**src/design/aip_pkg.sv**
```systemverilog
package aip_pkg;

    localparam int VALUE_W = 64;

    // number base of the digits that follow
    localparam logic [1:0] RX_DEC = 2'd0;
    localparam logic [1:0] RX_HEX = 2'd1;
    localparam logic [1:0] RX_BIN = 2'd2;

    localparam logic [7:0] CH_ZERO  = 8'h30;  // '0'
    localparam logic [7:0] CH_NINE  = 8'h39;  // '9'
    localparam logic [7:0] CH_LA    = 8'h61;  // 'a'
    localparam logic [7:0] CH_LF    = 8'h66;  // 'f'
    localparam logic [7:0] CH_UA    = 8'h41;  // 'A'
    localparam logic [7:0] CH_UF    = 8'h46;  // 'F'
    localparam logic [7:0] CH_LX    = 8'h78;  // 'x'
    localparam logic [7:0] CH_UX    = 8'h58;  // 'X'
    localparam logic [7:0] CH_LB    = 8'h62;  // 'b'
    localparam logic [7:0] CH_UB    = 8'h42;  // 'B'
    localparam logic [7:0] CH_MINUS = 8'h2D;  // '-'

    localparam logic ACT_CHAR = 1'b0;
    localparam logic ACT_END  = 1'b1;

    typedef struct packed {
        logic [1:0] width_select;
        logic       signed_mode;
    } aip_cfg_t;

    typedef struct packed {
        logic       digit_ok;
        logic [3:0] digit;
        logic       is_zero;
        logic       is_minus;
        logic       is_x;
        logic       is_b;
    } aip_char_t;

endpackage

```
**src/design/aip_char_decode.sv**
```systemverilog
module aip_char_decode
    import aip_pkg::*;
(
    input  logic [7:0] char_code,
    input  logic [1:0] radix,
    output aip_char_t  info
);

    logic       is_num;
    logic       is_lo;
    logic       is_up;
    logic [7:0] raw;

    always_comb begin
        is_num = (char_code >= CH_ZERO) && (char_code <= CH_NINE);
        is_lo  = (char_code >= CH_LA) && (char_code <= CH_LF);
        is_up  = (char_code >= CH_UA) && (char_code <= CH_UF);
        raw    = 8'd0;
        if (is_num) begin
            raw = char_code - CH_ZERO;
        end else if (is_lo) begin
            raw = char_code - CH_LA + 8'd10;
        end else if (is_up) begin
            raw = char_code - CH_UA + 8'd10;
        end
        info.digit = raw[3:0];
        unique case (radix)
            RX_HEX:  info.digit_ok = is_num || is_lo || is_up;
            RX_BIN:  info.digit_ok = is_num && (raw[3:0] < 4'd2);
            default: info.digit_ok = is_num;
        endcase
        info.is_zero  = (char_code == CH_ZERO);
        info.is_minus = (char_code == CH_MINUS);
        info.is_x     = (char_code == CH_LX) || (char_code == CH_UX);
        info.is_b     = (char_code == CH_LB) || (char_code == CH_UB);
    end

endmodule

```
**src/design/aip_string_state.sv**
```systemverilog
module aip_string_state
    import aip_pkg::*;
(
    input  logic               aclk,
    input  logic               aresetn,
    input  logic               step_en,
    input  logic               action,
    input  logic [7:0]         char_code,
    input  aip_cfg_t           cfg,
    output logic               res_ok,
    output logic [VALUE_W-1:0] res_value
);

    localparam logic [2:0] PH_START  = 3'd0;
    localparam logic [2:0] PH_SIGN   = 3'd1;
    localparam logic [2:0] PH_ZERO   = 3'd2;
    localparam logic [2:0] PH_PREFIX = 3'd3;
    localparam logic [2:0] PH_DIGITS = 3'd4;

    localparam logic [1:0] WS_8  = 2'd0;
    localparam logic [1:0] WS_16 = 2'd1;
    localparam logic [1:0] WS_32 = 2'd2;

    localparam int PROD_W = VALUE_W + 5;

    logic [2:0]         phase_reg, phase_next;
    logic [1:0]         radix_reg, radix_next;
    logic [VALUE_W-1:0] acc_reg, acc_next;
    logic               neg_reg, neg_next;
    logic               ovf_reg, ovf_next;
    logic               syn_reg, syn_next;
    logic               seen_reg, seen_next;

    logic [1:0]         eff_radix;
    aip_char_t          info;
    logic [VALUE_W-1:0] mask;
    logic [VALUE_W-1:0] half;
    logic [PROD_W-1:0]  acc_ext;
    logic [PROD_W-1:0]  prod;
    logic               prod_ovf;

    // the first character of the unsigned part always starts a decimal number
    assign eff_radix = ((phase_reg == PH_START) || (phase_reg == PH_SIGN)) ? RX_DEC
                                                                           : radix_reg;

    aip_char_decode u_dec (
        .char_code (char_code),
        .radix     (eff_radix),
        .info      (info)
    );

    always_comb begin
        unique case (cfg.width_select)
            WS_8:    mask = {{(VALUE_W-8){1'b0}}, {8{1'b1}}};
            WS_16:   mask = {{(VALUE_W-16){1'b0}}, {16{1'b1}}};
            WS_32:   mask = {{(VALUE_W-32){1'b0}}, {32{1'b1}}};
            default: mask = {VALUE_W{1'b1}};
        endcase
        half = (mask >> 1) + {{(VALUE_W-1){1'b0}}, 1'b1};
    end

    // acc * radix + digit by shifts, kept wide enough to never wrap
    always_comb begin
        acc_ext = {5'd0, acc_reg};
        unique case (eff_radix)
            RX_HEX:  prod = acc_ext << 4;
            RX_BIN:  prod = acc_ext << 1;
            default: prod = (acc_ext << 3) + (acc_ext << 1);
        endcase
        prod     = prod + {{(PROD_W-4){1'b0}}, info.digit};
        prod_ovf = prod > {5'd0, mask};
    end

    always_comb begin
        phase_next = phase_reg;
        radix_next = radix_reg;
        acc_next   = acc_reg;
        neg_next   = neg_reg;
        ovf_next   = ovf_reg;
        syn_next   = syn_reg;
        seen_next  = seen_reg;
        if (action == ACT_END) begin
            phase_next = PH_START;
            radix_next = RX_DEC;
            acc_next   = '0;
            neg_next   = 1'b0;
            ovf_next   = 1'b0;
            syn_next   = 1'b0;
            seen_next  = 1'b0;
        end else if (!syn_reg) begin
            if ((phase_reg == PH_START) && info.is_minus && cfg.signed_mode) begin
                neg_next   = 1'b1;
                phase_next = PH_SIGN;
            end else if ((phase_reg == PH_START || phase_reg == PH_SIGN) && info.is_zero) begin
                radix_next = RX_DEC;
                acc_next   = '0;
                seen_next  = 1'b1;
                phase_next = PH_ZERO;
            end else if ((phase_reg == PH_ZERO) && (info.is_x || info.is_b)) begin
                radix_next = info.is_x ? RX_HEX : RX_BIN;
                seen_next  = 1'b0;
                phase_next = PH_PREFIX;
            end else begin
                radix_next = eff_radix;
                if (!info.digit_ok) begin
                    syn_next = 1'b1;
                end else begin
                    if (prod_ovf) begin
                        ovf_next = 1'b1;
                        acc_next = prod[VALUE_W-1:0] & mask;
                    end else begin
                        acc_next = prod[VALUE_W-1:0];
                    end
                    seen_next  = 1'b1;
                    phase_next = PH_DIGITS;
                end
            end
        end
    end

    always_ff @(posedge aclk) begin
        if (!aresetn) begin
            phase_reg <= PH_START;
            radix_reg <= RX_DEC;
            acc_reg   <= '0;
            neg_reg   <= 1'b0;
            ovf_reg   <= 1'b0;
            syn_reg   <= 1'b0;
            seen_reg  <= 1'b0;
        end else if (step_en) begin
            phase_reg <= phase_next;
            radix_reg <= radix_next;
            acc_reg   <= acc_next;
            neg_reg   <= neg_next;
            ovf_reg   <= ovf_next;
            syn_reg   <= syn_next;
            seen_reg  <= seen_next;
        end
    end

    // end-of-string verdict from the current state
    always_comb begin
        logic               ok;
        logic [VALUE_W-1:0] val;
        ok  = !syn_reg && seen_reg && !ovf_reg && (acc_reg <= mask);
        val = acc_reg;
        if (ok) begin
            if (cfg.signed_mode) begin
                if (neg_reg) begin
                    ok  = (acc_reg != '0) && (acc_reg <= half);
                    val = '0 - acc_reg;
                end else begin
                    ok = acc_reg < half;
                end
            end else begin
                ok = !neg_reg;
            end
        end
        res_ok    = ok;
        res_value = ok ? val : '0;
    end

endmodule

```
**src/design/ascii_integer_parser_unit.sv**
```systemverilog
// ASCII integer parser.
// Input channel (s_valid/s_ready): one transaction per character with
// s_action = 0 and the byte on s_char_code, then one with s_action = 1 to
// close the string. Output channel (m_valid/m_ready): one transaction per
// closed string, m_ok and m_value (zero when m_ok is 0, sign-extended in
// signed mode). Optional '-' in signed mode, "0x"/"0b" prefixes select base.
// Configuration: cfg_we writes cfg_wdata to register cfg_index
// (0 = width_select, 1 = signed_mode); write only while the block is idle.
// Throughput: one transaction per cycle on the input while no end transaction
// waits on a full result register, set by the shift-add-compare loop on the
// accumulator. An accepted end transaction passes through the input register
// into the result register, which drives m_valid.
// Reset (aresetn low, synchronous) empties both registers, clears the
// string state, width_select = 64 bits, signed_mode = 0.
// When the receiver stalls, characters keep flowing; an end transaction that
// meets a full result register waits in the input register, and s_ready stays
// low until the receiver takes the pending result.
module ascii_integer_parser_unit
    import aip_pkg::*;
(
    input  logic               aclk,
    input  logic               aresetn,
    input  logic               cfg_we,
    input  logic               cfg_index,
    input  logic [1:0]         cfg_wdata,
    input  logic               s_valid,
    output logic               s_ready,
    input  logic               s_action,
    input  logic [7:0]         s_char_code,
    output logic               m_valid,
    input  logic               m_ready,
    output logic               m_ok,
    output logic [VALUE_W-1:0] m_value
);

    localparam logic REG_WIDTH  = 1'b0;
    localparam logic REG_SIGNED = 1'b1;

    aip_cfg_t           cfg_reg;
    logic               in_vld_reg;
    logic               in_action_reg;
    logic [7:0]         in_char_reg;
    logic               out_vld_reg;
    logic               out_ok_reg;
    logic [VALUE_W-1:0] out_value_reg;

    logic               out_free;
    logic               advance;
    logic               res_ok;
    logic [VALUE_W-1:0] res_value;

    assign out_free = !out_vld_reg || m_ready;
    assign advance  = in_vld_reg && ((in_action_reg == ACT_CHAR) || out_free);
    assign s_ready  = !in_vld_reg || advance;

    always_ff @(posedge aclk) begin
        if (!aresetn) begin
            cfg_reg.width_select <= 2'd3;
            cfg_reg.signed_mode  <= 1'b0;
        end else if (cfg_we) begin
            unique case (cfg_index)
                REG_WIDTH:  cfg_reg.width_select <= cfg_wdata;
                REG_SIGNED: cfg_reg.signed_mode  <= cfg_wdata[0];
                default: ;
            endcase
        end
    end

    always_ff @(posedge aclk) begin
        if (!aresetn) begin
            in_vld_reg <= 1'b0;
        end else if (s_ready) begin
            in_vld_reg <= s_valid;
        end
    end

    always_ff @(posedge aclk) begin
        if (s_ready && s_valid) begin
            in_action_reg <= s_action;
            in_char_reg   <= s_char_code;
        end
    end

    aip_string_state u_state (
        .aclk      (aclk),
        .aresetn   (aresetn),
        .step_en   (advance),
        .action    (in_action_reg),
        .char_code (in_char_reg),
        .cfg       (cfg_reg),
        .res_ok    (res_ok),
        .res_value (res_value)
    );

    always_ff @(posedge aclk) begin
        if (!aresetn) begin
            out_vld_reg <= 1'b0;
        end else if (out_free) begin
            out_vld_reg <= advance && (in_action_reg == ACT_END);
        end
    end

    always_ff @(posedge aclk) begin
        if (out_free && advance && (in_action_reg == ACT_END)) begin
            out_ok_reg    <= res_ok;
            out_value_reg <= res_value;
        end
    end

    assign m_valid = out_vld_reg;
    assign m_ok    = out_ok_reg;
    assign m_value = out_value_reg;

endmodule

```
**config.mk**
```make
export PLATFORM = sky130hd
export DESIGN_NAME = ascii_integer_parser_unit
export DESIGN_NICKNAME = d
export VERILOG_FILES = /design/src/design/aip_pkg.sv /design/src/design/aip_char_decode.sv /design/src/design/aip_string_state.sv /design/src/design/ascii_integer_parser_unit.sv
export SDC_FILE = /design/constraint.sdc
export NUM_CORES = 1
export LEC_CHECK = 0
export BUFFER_PORTS_ARGS = -buffer_cell sky130_fd_sc_hd__buf_4
export CORE_MARGIN = 2
export CORE_UTILIZATION = 50
export DETAILED_ROUTE_END_ITERATION = 8
export PLACE_DENSITY = 0.64
export SLEW_MARGIN = 0
export SYNTH_ARGS = -nofsm -noshare
export SYNTH_HDL_FRONTEND = slang
export SYNTH_SLANG_ARGS = --single-unit
```
**constraint.sdc**
```tcl
create_clock -name aclk -period 9.26 [get_ports aclk]
set_input_delay 0.463 -clock aclk [delete_from_list [all_inputs] [get_ports aclk]]
set_output_delay 0.463 -clock aclk [all_outputs]
set_load 0.05 [all_outputs]
```
==> reports/metrics.yaml, run 1 <==
run_status:
  outcome: "complete, no violations"
worst_setup_path:
  setup.worst_path.start: "u_state.acc_reg[2]"
  worst_path_largest_cell_delay_ps: 800
  cp_max_fo: 44
  endpoint: "u_state.acc_reg[33]"
  endpoint_kind: "register"
  r2r_slack_ps: 500
  arrival_ps: 9080
  worstRegToRegCells: 31
  critPathSlowestCell: "o41ai_2"
  critPathRequiredTime_ps: 9580
  critPathLaunchType: "register"
  timing.rr.start: "u_state.acc_reg[2]"
  r2r-end: "u_state.acc_reg[33]"
  path_common_cell: "a21o_1"
  critical_path_class: "register to register"
clock_network:
  cts_made_buffers: 17
  cts_sinks: 152
  clk_latency_ps: 460
  root_buffer: "clkbuf_16"
  cts_tree: "yes"
  htree_levels: 4
  clkTransAtPathRegs_ps: 70
  cts_buffer_depth: 2
finish:
  areaGrowthSynthToFinish_pct: 7.39
  drive_above_1_share_pct: 8.28
  layout.nets: 2620
  stdcell_area_um2: 20000
yosys:
  avgSynthCellArea_um2: 7.85
  ys_types: 97
  ys_ff_latch: 152
  synthTopCellsByCount: "247 x ha_1, 228 x nand2_1, 214 x nor2_1, 202 x a21oi_1, 103 x o21ai_0"
  yosys.area.top_type: "ha_1"
  yosysSeqAreaShare_pct: 20.3
  synth.cell_area_um2: 18600
  async_reset_ff_share_pct: 0
  postSynthCellCount: 2370
  yosysMostFrequentCell: "ha_1"
  synth_top_area_share_pct: 16.6
  yosysWarnings: 0
  ys.flop_type: "dfxtp_1"
  synthTopCellsByArea: "ha_1 17%, edfxtp_1 12%, dfxtp_1 8.4%"
  synth_edf_count: 74
power:
  cellInternalPower_mw: 1.12
  cellPowerDensity_nw_per_um2: 77.0
  pwr-share-seq_pct: 46.7
  pwr-share-clk_pct: 44.0
  pwr-share-comb_pct: 9.3
  p_sw_share_pct: 27.2
  p_leak_nw: 8.14
  p_switching_uw: 419
  vdd_drop_max_uv: 136
flow_run:
  cap_viol_max_count: 0
sta:
  setup_viol: 0
  grt_setup_unrepaired: "false"
  finalClockSkew_ps: 14.0
  timing.final.max_slew_violations: 0
  finalHoldViolCount: 0
  slew-limit-headroom_pct: 34.1
  fin_setup_tns_ps: 0
  worst_pin_slew_ps: 989
  fmax_ghz: 0.114
  finalCritPeriodShare_pct: 94.6
  period_needed_ps: 8760
global_routing:
  first_global_vias: 17700
  antenna_found_initial: 1
  grt_pass1_wl_mm: 102
  grt-ovfl-total: 0
  grt_max_degree: 145
  grt_use_total_pct: 33.8
floorplan:
  io_pins: 84
  rows: 70
  die_area_um2: 38700
  core_area_um2: 36600
  die_x_um: 197
  initial_core_util_pct: 50.8
  dieHeight_um: 197
drt:
  ant_nets: 0
  via_count: 18600
  drtIter0Drc: 1779
  drc: 0
  routed_wl_mm: 65.8
  dr.pass1.iters: 6
  routed_via_density: 6.55
  wl_per_cell_um: 23.2
worst_hold_path:
  hold_path_class: "primary input to register"
placement:
  io_buffers: 83
  place.gp.congestion: 1.01
  hpwl_mm: 49.5
  post_dp_cell_area_um2: 19400
[kinds of logic after synthesis]
| kind of cell | after synthesis | synth area share [%] |
|---|---|---|
| other | 1 | 0.0202 |
| AO/OA/AOI/OAI | 695 | 24.3 |
| flip-flops | 152 | 20.3 |
| multiplexers | 71 | 3.86 |
| AND/OR/NAND/NOR | 869 | 23.7 |
| adder cells (fa/ha/maj) | 249 | 16.8 |
| XOR/XNOR | 136 | 6.41 |
| buffers and inverters | 197 | 4.51 |
[critical path: cells and delay by family, from the launching register on]
family | cells | cell delay [ps]
DFF | 1 | 590
buffers and inverters | 2 | 400
xor gates and xnor gates | 1 | 200
and+or+nand+nor | 8 | 1800
adders and majority gates | 3 | 1020
AOI/OAI and AO/OA | 15 | 3880
muxes | 2 | 660
[power groups by stage]
stage               sequential, mW  combinational (mW)  clock, mW
detailed placement           0.734               0.141          0
floorplan                    0.754              0.0703          0
global route                 0.720               0.156      0.705
finish                       0.719               0.143      0.676
global placement             0.733               0.138          0
CTS                          0.719               0.142      0.690
[placed cells by master (no fill, tap or decap), types with 13 or more instances in the layout]
| master | instances |
|---|---|
| a21o_1 | 63 |
| xor2_1 | 55 |
| nand2_1 | 227 |
| a31oi_1 | 27 |
| a211oi_1 | 14 |
| and4_1 | 13 |
| mux2i_1 | 65 |
| nor3_1 | 71 |
| nand3_1 | 53 |
| dfxtp_1 | 78 |
| ha_1 | 245 |
| a221o_1 | 15 |
| xnor2_1 | 81 |
| o21ai_0 | 103 |
| nor2_1 | 214 |
| o211ai_1 | 13 |
| or3_1 | 23 |
| nand2b_1 | 27 |
| and3_1 | 18 |
| clkbuf_16 | 18 |
| and2_1 | 14 |
| a21oi_1 | 202 |
| o21ai_1 | 64 |
| nor4_1 | 40 |
| o31ai_1 | 16 |
| a221oi_1 | 36 |
| buf_4 | 108 |
| inv_1 | 50 |
| edfxtp_1 | 74 |
| o21a_1 | 13 |
| nand4_1 | 66 |
| a22oi_1 | 23 |
| nor2b_1 | 30 |
[through the flow]
step / utilization (%) / hold slack (ps) / cells / total power, mW / worst slack [ps]
2_1_floorplan: - / 437 / 2371 / 0.824 / 782
3_3_place_gp: 53.0 / 455 / 2803 / 0.871 / 848
3_5_place_dp: 53.0 / 456 / 2803 / 0.875 / 549
4_1_cts: 54.5 / 160 / 2835 / 1.55 / 472
5_1_grt: 54.5 / 170 / 2835 / 1.58 / 50.8
6_report: 54.5 / 181 / 2836 / 1.54 / 501
[metal layers]
layer / global-route usage [%] / share of wire [%] / vias up
li1: - / - / 8841
met1: 45.5 / 44 / 8885
met2: 54.1 / 45 / 732
met3: 6.14 / 8.3 / 121
met4: 12.6 / 3.1 / 0
met5: 0 / 0 / -
[area by class of cell]
type | count | area [µm²]
Fill cell | 3487 | 16600
Clock inverter | 10 | 70.1
Multi-Input combinational cell | 2022 | 14000
Timing Repair Buffer | 110 | 842
Clock buffer | 22 | 475
Inverter | 51 | 193
Sequential cell | 152 | 3780
Antenna cell | 1 | 2.50
Tap cell | 468 | 586
[timing repair]
item / 4_1_cts / 5_1_grt
endpoints found under the setup margin: 0 / 44
resized for setup: 0 / 3
setup buffers: 0 / 0
hold buffers: 0 / 0
[worst min-delay path by stage]
stage                     depth (start not counted)             from         endpoint  slack (ps)
final                                             1   s_char_code[6]   in_char_reg[6]         180
after global routing                              1         s_action    in_action_reg         170
after CTS                                         1         s_action    in_action_reg         160
after detailed placement                          2  u_state.ovf_reg  u_state.ovf_reg         460
after global placement                            2  u_state.ovf_reg  u_state.ovf_reg         460
after floorplan                                   2  u_state.ovf_reg  u_state.ovf_reg         440
No activity file was read; power rests on OpenSTA's default activity.
==> inputs of run 2 (changes only) <==
PLACE_DENSITY = 0.67   (was 0.64)
clock period = 10.1 ns   (was 9.26 ns; I/O delays follow)
==> reports/metrics.yaml, run 2 (synthesized netlist as in run 1, its figures left out) <==
sta:
  finalClockSkew_ps: 12.4  # was 14.0 ps
  setup_viol: 0  # unchanged
  slew-limit-headroom_pct: 20.3  # was 34.1%
  timing.final.max_slew_violations: 0  # unchanged
  period_needed_ps: 9310  # was 8760 ps
  fmax_ghz: 0.107  # was 0.114 GHz
  finalHoldViolCount: 0  # unchanged
  whs_ps: 213  # was 181 ps
  worst_pin_slew_ps: 1200  # was 989 ps
  finalCritPeriodShare_pct: 92.1  # was 94.6%
  grt_setup_unrepaired: "false"  # unchanged
  fin_setup_tns_ps: 0  # unchanged
placement:
  dp.cells: 2798  # was 2803
  place.gp.congestion: 0.979  # was 1.01
  io_buffers: 83  # unchanged
  hpwl_mm: 48.1  # was 49.5 mm
clock_network:
  clk_latency_ps: 460  # about the same
  cts_made_buffers: 17  # unchanged
  cts_sinks: 152  # unchanged
  htree_levels: 4  # unchanged
  cts_hold_buf: 0  # unchanged
  cts_buffer_depth: 2  # unchanged
  cts_resized: 0  # unchanged
  postCtsSetupBuffers: 0  # unchanged
  cts_tree: "yes"  # unchanged
  root_buffer: "clkbuf_16"  # unchanged
  clkTransAtPathRegs_ps: 70  # about the same
finish:
  areaGrowthSynthToFinish_pct: 7.32  # was 7.39%
  layout.nets: 2615  # was 2620
  fillers: 3512  # was 3487
  drive_above_1_share_pct: 8.13  # was 8.28%
  final_common_cell: "ha_1"  # unchanged
  final_cell_mix: "245 x ha_1, 227 x nand2_1, 214 x nor2_1, 202 x a21oi_1, 105 x buf_4"  # was 245 x ha_1, 227 x nand2_1, 214 x nor2_1, 202 x a21oi_1, 108 x buf_4
  num_antenna_cells: 0  # was 1
  final_cells: 2830  # was 2836
worst_setup_path:
  critical_path_class: "register to register"  # unchanged
  endpoint: "u_state.acc_reg[45]"  # was u_state.acc_reg[33]
  worst_path_largest_cell_delay_ps: 730  # was 800 ps
  r2r_slack_ps: 790  # was 500 ps
  r2r-end: "u_state.acc_reg[45]"  # was u_state.acc_reg[33]
  cp_max_fo: 59  # was 44
  arrival_ps: 9640  # was 9080 ps
  critPathSlowestCell: "a2111oi_1"  # was o41ai_2
  critPathLaunchType: "register"  # unchanged
  critPathRequiredTime_ps: 10430  # was 9580 ps
  timing.rr.start: "u_state.phase_reg[1]"  # was u_state.acc_reg[2]
  endpoint_kind: "register"  # unchanged
  setup.worst_path.start: "u_state.phase_reg[1]"  # was u_state.acc_reg[2]
  worstRegToRegCells: 35  # was 31
floorplan:
  die_x_um: 197  # unchanged
  core_area_um2: 36600  # unchanged
  rows: 70  # unchanged
  dieHeight_um: 197  # unchanged
  io_pins: 84  # unchanged
  initial_core_util_pct: 50.8  # unchanged
  die_area_um2: 38700  # unchanged
global_routing:
  first_global_vias: 17600  # was 17700
  grt-ovfl-total: 0  # unchanged
  antenna_found_initial: 2  # was 1
  grt_max_degree: 68  # was 145
  grt_use_total_pct: 32.9  # was 33.8%
  grt_pass1_wl_mm: 99.2  # was 102 mm
drt:
  ant_nets: 0  # unchanged
  wl_per_cell_um: 22.5  # was 23.2 µm
  drc: 0  # unchanged
  routed_wl_mm: 63.7  # was 65.8 mm
  dr.pass1.iters: 5  # was 6
  via_count: 18600  # about the same
  routed_via_density: 6.58  # was 6.55
  drtIter0Drc: 1565  # was 1779
power:
  p_leak_nw: 8.14  # about the same
  cellPowerDensity_nw_per_um2: 73.0  # was 77.0 nW/µm²
  vdd_drop_max_uv: 124  # was 136 µV
  p_total_mw: 1.46  # was 1.54 mW
flow_run:
  cap_viol_max_count: 0  # unchanged
run_status:
  outcome: "complete, no violations"  # unchanged
worst_hold_path:
  hold_path_class: "primary input to register"  # unchanged
run 2: power breakdown:
part	total, mW	switching (mW)	internal (mW)	leakage, nW
combinational	0.128	0.0901	0.0377	6.50
clock	0.670	0.290	0.380	0.292
sequential	0.659	0.00569	0.653	1.34
total	1.46	0.385	1.07	8.14
run 2: stage by stage:
stage / cell area (µm²) / setup slack (ps) / util (%)
6_report: 20000 / 793 / 54.5
5_1_grt: 20000 / 346 / 54.5
4_1_cts: 20000 / 990 / 54.5
3_5_place_dp: 19400 / 1110 / 52.9
3_3_place_gp: 19400 / 1280 / 52.9
2_1_floorplan: 18600 / 1620 / -
run 2: per-layer routing:
metal	track usage (%)	wire [µm]
met5	0	0
met4	13.1	2210
met3	4.91	4740
met2	54.1	29200
met1	43.3	27500
run 2: worst min path at each step:
stage | slack, ps | cells past startpoint | start | to
global placement | 450 | 2 | u_state.ovf_reg | u_state.ovf_reg
finish | 210 | 1 | s_action | in_action_reg
global route | 200 | 1 | s_char_code[6] | in_char_reg[6]
CTS | 200 | 1 | s_action | in_action_reg
floorplan | 440 | 2 | u_state.ovf_reg | u_state.ovf_reg
detailed placement | 460 | 1 | u_state.phase_reg[0] | u_state.phase_reg[0]
run 2: critical path: cells and delay by family (launching register included):
kind                     cells  cell delay (ps)
XOR/XNOR                     1              310
AO/OA/AOI/OAI               11             2530
flip-flops                   1              320
adder cells (fa/ha/maj)      4             1540
multiplexers                 1              220
buffers and inverters        3              570
AND/OR/NAND/NOR             15             3600
run 2: area by class of cell:
cell class	instances	area (µm²)	area share [%]
Multi-Input combinational cell	2022	14000	70.2
Timing Repair Buffer	105	788	3.95
Clock buffer	22	507	2.54
Sequential cell	152	3780	19.0
Tap cell	468	586	2.93
Inverter	51	191	0.959
Clock inverter	10	87.6	0.439
